<file path="config.mk">
export PLATFORM = sky130hd
export DESIGN_NAME = hill_cipher_block_transform
export DESIGN_NICKNAME = d
export VERILOG_FILES = /design/src/hdl/hcb_pkg.sv /design/src/hdl/hcb_queue.sv /design/src/hdl/hcb_front.sv /design/src/hdl/hcb_back.sv /design/src/hdl/hill_cipher_block_transform.sv
export SDC_FILE = /design/constraint.sdc
export NUM_CORES = 2
export LEC_CHECK = 0
export ABC_CLOCK_PERIOD_IN_PS = 26500
export BUFFER_PORTS_ARGS = -buffer_cell sky130_fd_sc_hd__buf_2
export CAP_MARGIN = 20
export CELL_PAD_IN_SITES_DETAIL_PLACEMENT = 2
export CELL_PAD_IN_SITES_GLOBAL_PLACEMENT = 2
export CORE_MARGIN = 2
export CORE_UTILIZATION = 30
export DETAILED_ROUTE_END_ITERATION = 16
export GPL_TIMING_DRIVEN = 0
export PLACE_DENSITY = 0.56
export SLEW_MARGIN = 20
export SYNTH_ARGS = -nofsm -noshare
export SYNTH_HDL_FRONTEND = slang
export SYNTH_SLANG_ARGS = --single-unit
</file>
<file path="constraint.sdc">
create_clock -name clk -period 26.5 [get_ports clk]
set_input_delay 2.65 -clock clk [delete_from_list [all_inputs] [get_ports clk]]
set_output_delay 2.65 -clock clk [all_outputs]
set_load 0.01 [all_outputs]
</file>
<file path="src/hdl/hcb_pkg.sv">
// ----------------------------------------------------------------------------
// hcb_pkg: shared types, constants and arithmetic helpers
// Payload words, queue control word, register indexes and modulo-26 helpers
// used by the front, back and top level of the Hill block transform.
// ----------------------------------------------------------------------------
package hcb_pkg;

	localparam int unsigned MAX_ORDER_DEFAULT = 9;
	localparam int unsigned KEY_STRIDE        = 9;
	localparam int unsigned KEY_WORDS         = 7;
	localparam int unsigned KEY_WORD_W        = 60;
	localparam int unsigned ENTRY_W           = 5;
	localparam int unsigned KEY_BITS          = KEY_WORDS * KEY_WORD_W;
	localparam int unsigned LETTER_W          = 5;
	localparam int unsigned PROD_W            = 10;
	localparam int unsigned ORDER_W           = 4;
	localparam int unsigned CFG_INDEX_W       = 4;
	localparam int unsigned QUEUE_DEPTH       = 2;
	localparam logic [LETTER_W-1:0] MODULUS   = 5'd26;

	// register indexes on the configuration port
	localparam logic [CFG_INDEX_W-1:0] CFG_BLOCK_SIZE = 4'd0;
	localparam logic [CFG_INDEX_W-1:0] CFG_KEY_FIRST  = 4'd1;
	localparam logic [CFG_INDEX_W-1:0] CFG_KEY_LAST   = 4'd7;

	typedef struct packed {
		logic [LETTER_W-1:0] letter;
		logic                start_of_message;
	} in_word_t;

	typedef struct packed {
		logic [LETTER_W-1:0] out_letter;
		logic                last_of_block;
	} out_word_t;

	// control half of one queue entry
	typedef struct packed {
		logic               clear;
		logic               emit;
		logic [ORDER_W-1:0] order;
	} hcb_ctrl_t;

	// clamp the block size register into 2..max_n
	function automatic logic [ORDER_W-1:0] eff_order(input logic [ORDER_W-1:0] bs,
		input int unsigned max_n);
		logic [ORDER_W-1:0] n;
		n = bs;
		if (bs < 4'd2) begin
			n = 4'd2;
		end else if (int'(bs) > int'(max_n)) begin
			n = ORDER_W'(max_n);
		end
		return n;
	endfunction

	// fold a 5-bit value into 0..25
	function automatic logic [LETTER_W-1:0] red5(input logic [LETTER_W-1:0] x);
		return (x >= MODULUS) ? x - MODULUS : x;
	endfunction

	// x mod 26 by reciprocal: quotient 78/2048 never overshoots, one fix-up
	function automatic logic [LETTER_W-1:0] mod26(input logic [PROD_W-1:0] x);
		logic [16:0]       t;
		logic [5:0]        q;
		logic [PROD_W-1:0] r;
		t = 17'(x) * 17'd78;
		q = t[16:11];
		r = x - PROD_W'(q) * PROD_W'(MODULUS);
		if (r >= PROD_W'(MODULUS)) begin
			r = r - PROD_W'(MODULUS);
		end
		return r[LETTER_W-1:0];
	endfunction

endpackage

</file>
<file path="src/hdl/hcb_queue.sv">
// ----------------------------------------------------------------------------
// hcb_queue: short register queue between front and back
// Holds classified letters with their column products until the back pops.
// ----------------------------------------------------------------------------
module hcb_queue #(
	parameter int unsigned DATA_W = 8,
	parameter int unsigned DEPTH  = hcb_pkg::QUEUE_DEPTH
) (
	input  logic              clk,
	input  logic              arst_n,
	input  logic              push,
	input  logic [DATA_W-1:0] push_data,
	input  logic              pop,
	output logic              full,
	output logic              not_empty,
	output logic [DATA_W-1:0] head
);

	localparam int unsigned PTR_W = (DEPTH > 1) ? $clog2(DEPTH) : 1;
	localparam int unsigned CNT_W = $clog2(DEPTH + 1);

	logic [DEPTH-1:0][DATA_W-1:0] mem_q;
	logic [PTR_W-1:0]             wr_ptr_q, rd_ptr_q;
	logic [CNT_W-1:0]             cnt_q;

	function automatic logic [PTR_W-1:0] bump(input logic [PTR_W-1:0] p);
		return (p == PTR_W'(DEPTH - 1)) ? '0 : p + 1'b1;
	endfunction

	assign full      = (cnt_q == CNT_W'(DEPTH));
	assign not_empty = (cnt_q != '0);
	assign head      = mem_q[rd_ptr_q];

	always_ff @(posedge clk or negedge arst_n) begin
		if (!arst_n) begin
			wr_ptr_q <= '0;
			rd_ptr_q <= '0;
			cnt_q    <= '0;
		end else begin
			if (push) begin
				wr_ptr_q <= bump(wr_ptr_q);
			end
			if (pop) begin
				rd_ptr_q <= bump(rd_ptr_q);
			end
			if (push && !pop) begin
				cnt_q <= cnt_q + 1'b1;
			end else if (pop && !push) begin
				cnt_q <= cnt_q - 1'b1;
			end
		end
	end

	always_ff @(posedge clk) begin
		if (push) begin
			mem_q[wr_ptr_q] <= push_data;
		end
	end

endmodule

</file>
<file path="src/hdl/hcb_front.sv">
// ----------------------------------------------------------------------------
// hcb_front: letter intake and classification
// Tracks the group position, picks the key row and forms one product per
// column; flags group start and group completion for the back.
// ----------------------------------------------------------------------------
module hcb_front #(
	parameter int unsigned MAX_ORDER = hcb_pkg::MAX_ORDER_DEFAULT
) (
	input  logic                                       clk,
	input  logic                                       arst_n,
	input  logic                                       in_valid,
	output logic                                       in_stall,
	input  hcb_pkg::in_word_t                          in_data,
	input  logic [hcb_pkg::ORDER_W-1:0]                block_size,
	input  logic [hcb_pkg::KEY_BITS-1:0]               key_flat,
	input  logic                                       q_full,
	output logic                                       push,
	output hcb_pkg::hcb_ctrl_t                         ctrl,
	output logic [MAX_ORDER-1:0][hcb_pkg::PROD_W-1:0]  prods
);

	localparam int unsigned POS_W = $clog2(MAX_ORDER + 1);
	localparam int unsigned ROW_W = $clog2(MAX_ORDER);

	logic [MAX_ORDER-1:0][MAX_ORDER-1:0][hcb_pkg::ENTRY_W-1:0] key_rows;
	logic [hcb_pkg::ORDER_W-1:0]  order;
	logic [POS_W-1:0]             pos_q, pos_eff, pos_next, n_p, row_sel;
	logic [hcb_pkg::LETTER_W-1:0] letter_r;
	logic                         emit;

	always_comb begin
		for (int r = 0; r < MAX_ORDER; r++) begin
			for (int j = 0; j < MAX_ORDER; j++) begin
				key_rows[r][j] = key_flat[(r * hcb_pkg::KEY_STRIDE + j) * hcb_pkg::ENTRY_W
					+: hcb_pkg::ENTRY_W];
			end
		end
	end

	always_comb begin
		order    = hcb_pkg::eff_order(block_size, MAX_ORDER);
		n_p      = POS_W'(order);
		pos_eff  = in_data.start_of_message ? '0 : pos_q;
		// clip the row when the block size shrank under a partial group
		row_sel  = (pos_eff >= n_p) ? n_p - 1'b1 : pos_eff;
		pos_next = pos_eff + 1'b1;
		emit     = (pos_next >= n_p);
		letter_r = hcb_pkg::red5(in_data.letter);
		for (int j = 0; j < MAX_ORDER; j++) begin
			// columns past the current order hold their sums
			if (j < int'(order)) begin
				prods[j] = hcb_pkg::PROD_W'(letter_r) *
					hcb_pkg::PROD_W'(hcb_pkg::red5(key_rows[row_sel[ROW_W-1:0]][j]));
			end else begin
				prods[j] = '0;
			end
		end
	end

	assign in_stall   = q_full;
	assign push       = in_valid && !q_full;
	assign ctrl.clear = in_data.start_of_message;
	assign ctrl.emit  = emit;
	assign ctrl.order = order;

	always_ff @(posedge clk or negedge arst_n) begin
		if (!arst_n) begin
			pos_q <= '0;
		end else if (push) begin
			pos_q <= emit ? '0 : pos_next;
		end
	end

endmodule

</file>
<file path="src/hdl/hcb_back.sv">
// ----------------------------------------------------------------------------
// hcb_back: column accumulation and block output
// Folds products into the running column sums and shifts out each finished
// block through an output buffer while the next group accumulates.
// ----------------------------------------------------------------------------
module hcb_back #(
	parameter int unsigned MAX_ORDER = hcb_pkg::MAX_ORDER_DEFAULT
) (
	input  logic                                       clk,
	input  logic                                       arst_n,
	input  logic                                       q_valid,
	input  hcb_pkg::hcb_ctrl_t                         ctrl,
	input  logic [MAX_ORDER-1:0][hcb_pkg::PROD_W-1:0]  prods,
	output logic                                       pop,
	output logic                                       out_valid,
	input  logic                                       out_stall,
	output hcb_pkg::out_word_t                         out_data
);

	localparam int unsigned POS_W = $clog2(MAX_ORDER + 1);

	logic [MAX_ORDER-1:0][hcb_pkg::LETTER_W-1:0] sums_q, sum_new, obuf_q;
	logic [POS_W-1:0]                            cnt_q;
	logic                                        out_take, can_load, load;

	assign out_valid = (cnt_q != '0);
	assign out_take  = out_valid && !out_stall;
	// a new block may enter the buffer as the last word of the old one leaves
	assign can_load  = (cnt_q == '0) || ((cnt_q == POS_W'(1)) && out_take);
	assign pop       = q_valid && (!ctrl.emit || can_load);
	assign load      = pop && ctrl.emit;

	always_comb begin
		for (int j = 0; j < MAX_ORDER; j++) begin
			sum_new[j] = hcb_pkg::mod26(prods[j] +
				hcb_pkg::PROD_W'(ctrl.clear ? '0 : sums_q[j]));
		end
	end

	assign out_data.out_letter    = obuf_q[0];
	assign out_data.last_of_block = (cnt_q == POS_W'(1));

	always_ff @(posedge clk or negedge arst_n) begin
		if (!arst_n) begin
			sums_q <= '0;
			cnt_q  <= '0;
		end else begin
			if (pop) begin
				sums_q <= ctrl.emit ? '0 : sum_new;
			end
			if (load) begin
				cnt_q <= POS_W'(ctrl.order);
			end else if (out_take) begin
				cnt_q <= cnt_q - 1'b1;
			end
		end
	end

	always_ff @(posedge clk) begin
		if (load) begin
			obuf_q <= sum_new;
		end else if (out_take) begin
			for (int j = 0; j < MAX_ORDER - 1; j++) begin
				obuf_q[j] <= obuf_q[j + 1];
			end
		end
	end

	a_load_free: assert property (@(posedge clk) disable iff (!arst_n)
		load |-> (cnt_q == '0) || ((cnt_q == POS_W'(1)) && out_take))
		else $error("block loaded over words not yet delivered");

	a_load_count: assert property (@(posedge clk) disable iff (!arst_n)
		load |=> out_valid && (cnt_q >= POS_W'(2)) && (cnt_q <= POS_W'(MAX_ORDER)))
		else $error("output count out of range after block load");

	a_sums_cleared: assert property (@(posedge clk) disable iff (!arst_n)
		load |=> (sums_q == '0))
		else $error("column sums not cleared after block");

endmodule

</file>
<file path="src/hdl/hill_cipher_block_transform.sv">
// ----------------------------------------------------------------------------
// hill_cipher_block_transform: Hill cipher row-vector-times-key block
// Accumulates letter * key row into per-column sums mod 26 and emits each
// finished block of cipher letters, last letter marked.
// ----------------------------------------------------------------------------
//
//  channel | handshake            | payload
//  --------+----------------------+-------------------------------------
//  in      | in_valid / in_stall  | in_data: letter, start_of_message
//  out     | out_valid / out_stall| out_data: out_letter, last_of_block
//  cfg     | cfg_valid / cfg_ready| cfg_index (0 size, 1..7 key words)
//
//  One letter per cycle is accepted while in_stall is low; a letter is
//  registered in the queue, then folded into the column sums; a finished
//  block is loaded into the output buffer and leaves one word per cycle
//  while out_stall is low. The single output buffer sets the pace: n
//  letters in, n words out. in_stall rises only while the two-entry queue
//  is full; the back holds a completing letter in the queue while the
//  previous block drains. Reset clears sums, position, queue, output count,
//  key and size registers (block size resets to 2). cfg_ready is always high.
//
module hill_cipher_block_transform #(
	parameter int unsigned MAX_ORDER = hcb_pkg::MAX_ORDER_DEFAULT
) (
	input  logic                            clk,
	input  logic                            arst_n,
	input  logic                            in_valid,
	output logic                            in_stall,
	input  hcb_pkg::in_word_t               in_data,
	output logic                            out_valid,
	input  logic                            out_stall,
	output hcb_pkg::out_word_t              out_data,
	input  logic                            cfg_valid,
	output logic                            cfg_ready,
	input  logic [hcb_pkg::CFG_INDEX_W-1:0] cfg_index,
	input  logic [hcb_pkg::KEY_WORD_W-1:0]  cfg_data
);

	localparam int unsigned CTRL_W  = $bits(hcb_pkg::hcb_ctrl_t);
	localparam int unsigned ENTRY_W = CTRL_W + MAX_ORDER * hcb_pkg::PROD_W;

	logic [hcb_pkg::ORDER_W-1:0]                              block_size_q;
	logic [hcb_pkg::KEY_WORDS-1:0][hcb_pkg::KEY_WORD_W-1:0]  key_q;
	logic [hcb_pkg::CFG_INDEX_W-1:0]                          key_sel;

	hcb_pkg::hcb_ctrl_t                        f_ctrl, b_ctrl;
	logic [MAX_ORDER-1:0][hcb_pkg::PROD_W-1:0] f_prods, b_prods;
	logic [ENTRY_W-1:0]                        q_head;
	logic                                      push, pop, q_full, q_valid;

	// cfg registers: always ready; user must write only while idle (unchecked)
	assign cfg_ready = 1'b1;
	assign key_sel   = cfg_index - hcb_pkg::CFG_KEY_FIRST;

	always_ff @(posedge clk or negedge arst_n) begin
		if (!arst_n) begin
			block_size_q <= hcb_pkg::ORDER_W'(2);
			key_q        <= '0;
		end else if (cfg_valid && cfg_ready) begin
			if (cfg_index == hcb_pkg::CFG_BLOCK_SIZE) begin
				block_size_q <= cfg_data[hcb_pkg::ORDER_W-1:0];
			end else if ((cfg_index >= hcb_pkg::CFG_KEY_FIRST) &&
				(cfg_index <= hcb_pkg::CFG_KEY_LAST)) begin
				key_q[key_sel[2:0]] <= cfg_data;
			end
			// drop writes beyond the register list
		end
	end

	// front: take letters, pick key row, form column products
	hcb_front #(.MAX_ORDER(MAX_ORDER)) u_front (
		.clk        (clk),
		.arst_n     (arst_n),
		.in_valid   (in_valid),
		.in_stall   (in_stall),
		.in_data    (in_data),
		.block_size (block_size_q),
		.key_flat   (key_q),
		.q_full     (q_full),
		.push       (push),
		.ctrl       (f_ctrl),
		.prods      (f_prods)
	);

	// queue: registers the products and decouples the two stall domains
	hcb_queue #(.DATA_W(ENTRY_W), .DEPTH(hcb_pkg::QUEUE_DEPTH)) u_queue (
		.clk       (clk),
		.arst_n    (arst_n),
		.push      (push),
		.push_data ({f_ctrl, f_prods}),
		.pop       (pop),
		.full      (q_full),
		.not_empty (q_valid),
		.head      (q_head)
	);

	assign b_ctrl  = q_head[ENTRY_W-1 -: CTRL_W];
	assign b_prods = q_head[ENTRY_W-CTRL_W-1:0];

	// back: accumulate sums, shift out finished blocks
	hcb_back #(.MAX_ORDER(MAX_ORDER)) u_back (
		.clk       (clk),
		.arst_n    (arst_n),
		.q_valid   (q_valid),
		.ctrl      (b_ctrl),
		.prods     (b_prods),
		.pop       (pop),
		.out_valid (out_valid),
		.out_stall (out_stall),
		.out_data  (out_data)
	);

endmodule

</file>
==> results.json <==
{
  "cts-hold-fix-buffers": 0,
  "cts.sinks": 703,
  "place.detailed.hpwl_um": 187000,
  "syn_nets": 6807,
  "timing.critical_path.slowest_stage_cell": "sky130_fd_sc_hd__clkbuf_1",
  "initial_antenna_violation_count": 12,
  "synth_warnings": 0,
  "die_height_um": 446,
  "placeableCoreArea_um2": 194000,
  "status": "complete, no violations",
  "cp.required_ns": 26.90,
  "worstReg2RegEnd": "u_back.obuf_q[11]",
  "grt_overflow_total": 0,
  "die_area_um2": 199000,
  "hold_path_startpoint": "u_back.sums_q[10]",
  "detailedRoute.firstIterationViolations": 1981,
  "skew_ns": 0.0385,
  "timing.setup.tns_ns": 0,
  "hold_class": "reg2reg",
  "die_width_um": 446,
  "tritoncts_clock_tree": "done",
  "finalHoldViolCount": 0,
  "max-slew-margin-rel_pct": 17.1,
  "route.antenna.remaining_nets": 0,
  "postCtsSetupBuffers": 0,
  "clock_insertion_delay_worst_skew_ns": 0.71,
  "finalNetCount": 7008,
  "syn-instance-count": 5849,
  "fraction_of_the_mapped_netlist_area_in_compound_gates_pct": 13.2,
  "floorplan.initialDensity_pct": 30.1,
  "fill_cells": 21049,
  "ys_types": 96,
  "finalSetupViolCount": 0,
  "synthAdderAreaFrac_pct": 21.8,
  "worst-setup-path-type": "reg2reg",
  "share_of_synthesized_area_occupied_by_flip_flops_and_latches_pct": 32.1,
  "maxCapViolCount": 0,
  "ys_async_sr_fraction_pct": 66.3,
  "clk_transition_reported_paths_ns": 0.06,
  "worst-endpoint-arrival_ns": 15.00,
  "io_pins": 84,
  "synth.mux.area_fraction_pct": 10.0,
  "clock.fmax_mhz": 68.5,
  "track_usage_pct": 24.0,
  "synthToLayoutAreaGrowth_pct": 12.4,
  "gpl_congestion": 0.840,
  "simple_gate_share_of_the_synthesized_area_pct": 11.5,
  "drt_first_pass_iters": 6,
  "synth_xor_area_share_pct": 5.30,
  "slowest_delay_ns": 0.88,
  "post-route-min-period_ns": 14.60,
  "synth_ff_type": "sky130_fd_sc_hd__dfrtp_1",
  "placed_cells": 8503,
  "synth_edf_count": 237,
  "layout-drive-gt1-share_pct": 14.6,
  "grt_pass1_vias": 50476,
  "slew_violations": 0,
  "cell_area_synth_um2": 58500,
  "placement.io_buffers": 82,
  "cts_htree_levels": 3,
  "cts-buffers-inserted": 86,
  "cell_at_the_root_of_the_clock_tree": "sky130_fd_sc_hd__clkbuf_16",
  "regToRegStartpoint": "u_queue.rd_ptr_q",
  "num_vias": 46143,
  "startpoint_type": "flip-flop",
  "crit_end": "u_back.obuf_q[11]",
  "syn_area_per_cell_um2": 10.0,
  "grt_max_degree": 90,
  "synth.ff_latch_count": 703,
  "worst_setup_end_kind": "flip-flop",
  "r2r_cells": 42,
  "first_pass_grt_wire_length_um": 351000,
  "drc_violations": 0,
  "timing_worst_slew_pin_value_ns": 1.24,
  "rsz0062_at_grt": "no",
  "cts_resized": 0,
  "period_share_pct": 55.1,
  "cp-startpoint": "u_queue.rd_ptr_q",
  "rows": 162,
  "setup.reg_to_reg.worst_slack_ns": 11.90,
  "critical_path.max_fanout": 11,
  "cts.path.max_buffers": 3,
  "post_drt_via_cell_ratio": 5.33,
  "drt_wl_total_um": 239000,
  "largest_family_of_logic_cells_by_synthesized_area": "adder cells",
  "wl_per_cell_um": 27.5,
  "layoutNonFillerInstCount": 8660
}
## placed cells by master, fill, tap and decap left out, types with 24 or more instances in the layout
cell type                   netlist  final
sky130_fd_sc_hd__nand3_1        144    144
sky130_fd_sc_hd__mux2i_1         52     51
sky130_fd_sc_hd__a21oi_1        231    231
sky130_fd_sc_hd__o21ai_0        216    209
sky130_fd_sc_hd__a211oi_1       102    102
sky130_fd_sc_hd__inv_1          666    666
sky130_fd_sc_hd__nor3_1          95     93
sky130_fd_sc_hd__xnor2_1        168    163
sky130_fd_sc_hd__xor2_1         154    154
sky130_fd_sc_hd__o21a_1          34     34
sky130_fd_sc_hd__clkbuf_1       170    168
sky130_fd_sc_hd__fa_1           218    218
sky130_fd_sc_hd__buf_2           43    138
sky130_fd_sc_hd__nor2b_1         67     67
sky130_fd_sc_hd__ha_1           665    665
sky130_fd_sc_hd__edfxtp_1       237    237
sky130_fd_sc_hd__and3_1          55     54
sky130_fd_sc_hd__o31ai_1         44     43
sky130_fd_sc_hd__nor2_1         215    212
sky130_fd_sc_hd__a22o_1          31     31
sky130_fd_sc_hd__nand2b_1        38     38
sky130_fd_sc_hd__nand2_1        416    415
sky130_fd_sc_hd__o21bai_1        47     47
sky130_fd_sc_hd__a2bb2oi_1       24     24
sky130_fd_sc_hd__and2_1         141    141
sky130_fd_sc_hd__a311oi_1        40     35
sky130_fd_sc_hd__dfrtp_1        465    465
sky130_fd_sc_hd__or2_2           24     24
sky130_fd_sc_hd__a21o_1         111    111
sky130_fd_sc_hd__mux2_2         463    463
sky130_fd_sc_hd__clkbuf_2         0     31
sky130_fd_sc_hd__clkbuf_16        0     89
sky130_fd_sc_hd__nand4_1         55     55
## cell families (layout without fill, tap and decap cells)
logic type      after synthesis  count (layout)
compound gates             1133            1133
mux                         521             521
flops                       703             703
buf+inv                     920            1188
other cells                   1               2
simple gates               1345            1345
fa+ha+maj                   891             891
xor+xnor                    335             335
## per-stage QoR
step / setup slack (ns) / util [%] / hold slack, ns / area, µm²
after floorplan: 15.65 / - / 0.440 / 58500
after global placement: 10.50 / 32.0 / 0.451 / 62100
after detailed placement: 11.48 / 32.4 / 0.465 / 62900
after CTS: 11.34 / 33.8 / 0.478 / 65800
after global routing: 11.09 / 33.8 / 0.504 / 65800
final: 11.90 / 33.8 / 0.474 / 65800
## layer usage
layer | up-vias | track usage, % | wire length [µm]
met5 | - | 0 | 51
met3 | 366 | 2.11 | 6610
met1 | 23976 | 30.2 | 103000
met2 | 787 | 41.3 | 115000
li1 | 21006 | - | -
met4 | 8 | 11.4 | 12900
## synth_stat cells, types with 20 or more instances
cell	n	area [µm²]
sky130_fd_sc_hd__a211oi_1	102	766
sky130_fd_sc_hd__a21boi_0	23	173
sky130_fd_sc_hd__a21o_1	111	833
sky130_fd_sc_hd__a21oi_1	231	1160
sky130_fd_sc_hd__a22o_1	31	272
sky130_fd_sc_hd__a22oi_1	22	165
sky130_fd_sc_hd__a2bb2oi_1	24	210
sky130_fd_sc_hd__a311oi_1	40	350
sky130_fd_sc_hd__a31oi_1	20	125
sky130_fd_sc_hd__a32oi_1	23	201
sky130_fd_sc_hd__and2_1	141	882
sky130_fd_sc_hd__and3_1	55	344
sky130_fd_sc_hd__buf_2	43	215
sky130_fd_sc_hd__clkbuf_1	170	638
sky130_fd_sc_hd__dfrtp_1	465	11600
sky130_fd_sc_hd__edfxtp_1	237	7120
sky130_fd_sc_hd__fa_1	218	4360
sky130_fd_sc_hd__ha_1	665	8320
sky130_fd_sc_hd__inv_1	666	2500
sky130_fd_sc_hd__mux2_2	463	5210
sky130_fd_sc_hd__mux2i_1	52	521
sky130_fd_sc_hd__nand2_1	416	1560
sky130_fd_sc_hd__nand2b_1	38	238
sky130_fd_sc_hd__nand3_1	144	721
sky130_fd_sc_hd__nand4_1	55	344
sky130_fd_sc_hd__nor2_1	215	807
sky130_fd_sc_hd__nor2b_1	67	419
sky130_fd_sc_hd__nor3_1	95	475
sky130_fd_sc_hd__o21a_1	34	255
sky130_fd_sc_hd__o21ai_0	216	1080
sky130_fd_sc_hd__o21bai_1	47	353
sky130_fd_sc_hd__o31ai_1	44	330
sky130_fd_sc_hd__or2_2	24	150
sky130_fd_sc_hd__xnor2_1	168	1470
sky130_fd_sc_hd__xor2_1	154	1350
## worst min-delay path by stage
stage,to,slack [ns],cells past startpoint
finish,u_back.sums_q[10],0.47,2
global route,u_back.sums_q[6],0.50,2
CTS,u_back.sums_q[11],0.48,2
detailed placement,u_back.sums_q[23],0.47,2
global placement,u_back.sums_q[36],0.45,2
floorplan,u_back.sums_q[0],0.44,2
## worst max-delay path: cells and delay by family, from the launching register on
kind | cells | cell delay (ns)
mux | 1 | 0.46
simple gates | 6 | 1.09
fa+ha+maj | 9 | 3.44
buf+inv | 10 | 4.53
compound gates | 13 | 2.92
xor+xnor | 3 | 1.48
flops | 1 | 0.32
## state kept, by name, summed over array words and instances, names as in the netlist, 2 cells and up
name,flops
key_q,405
u_queue.mem_q,192
u_back.sums_q,45
u_back.obuf_q,40
u_back.out_data,5
block_size_q,4
u_back.cnt_q,4
u_front.pos_q,4
u_queue.cnt_q,2
## area by class of cell
type                    count  area [µm²]  area share, %
inverters                 673        2530           3.84
clock inverters            21         270          0.411
flip-flops and latches    703       18800           28.5
clock buffers             134        2560           3.89
plain buffers             247        1090           1.66
diodes                      1        2.50        0.00380
well taps                2542        3180           4.83
multi-input cells        4226       36400           55.3
repair buffers            113         971           1.48
Power is not shown: default switching activity piles up to over one toggle a cycle in this logic, so the estimate is an artifact.
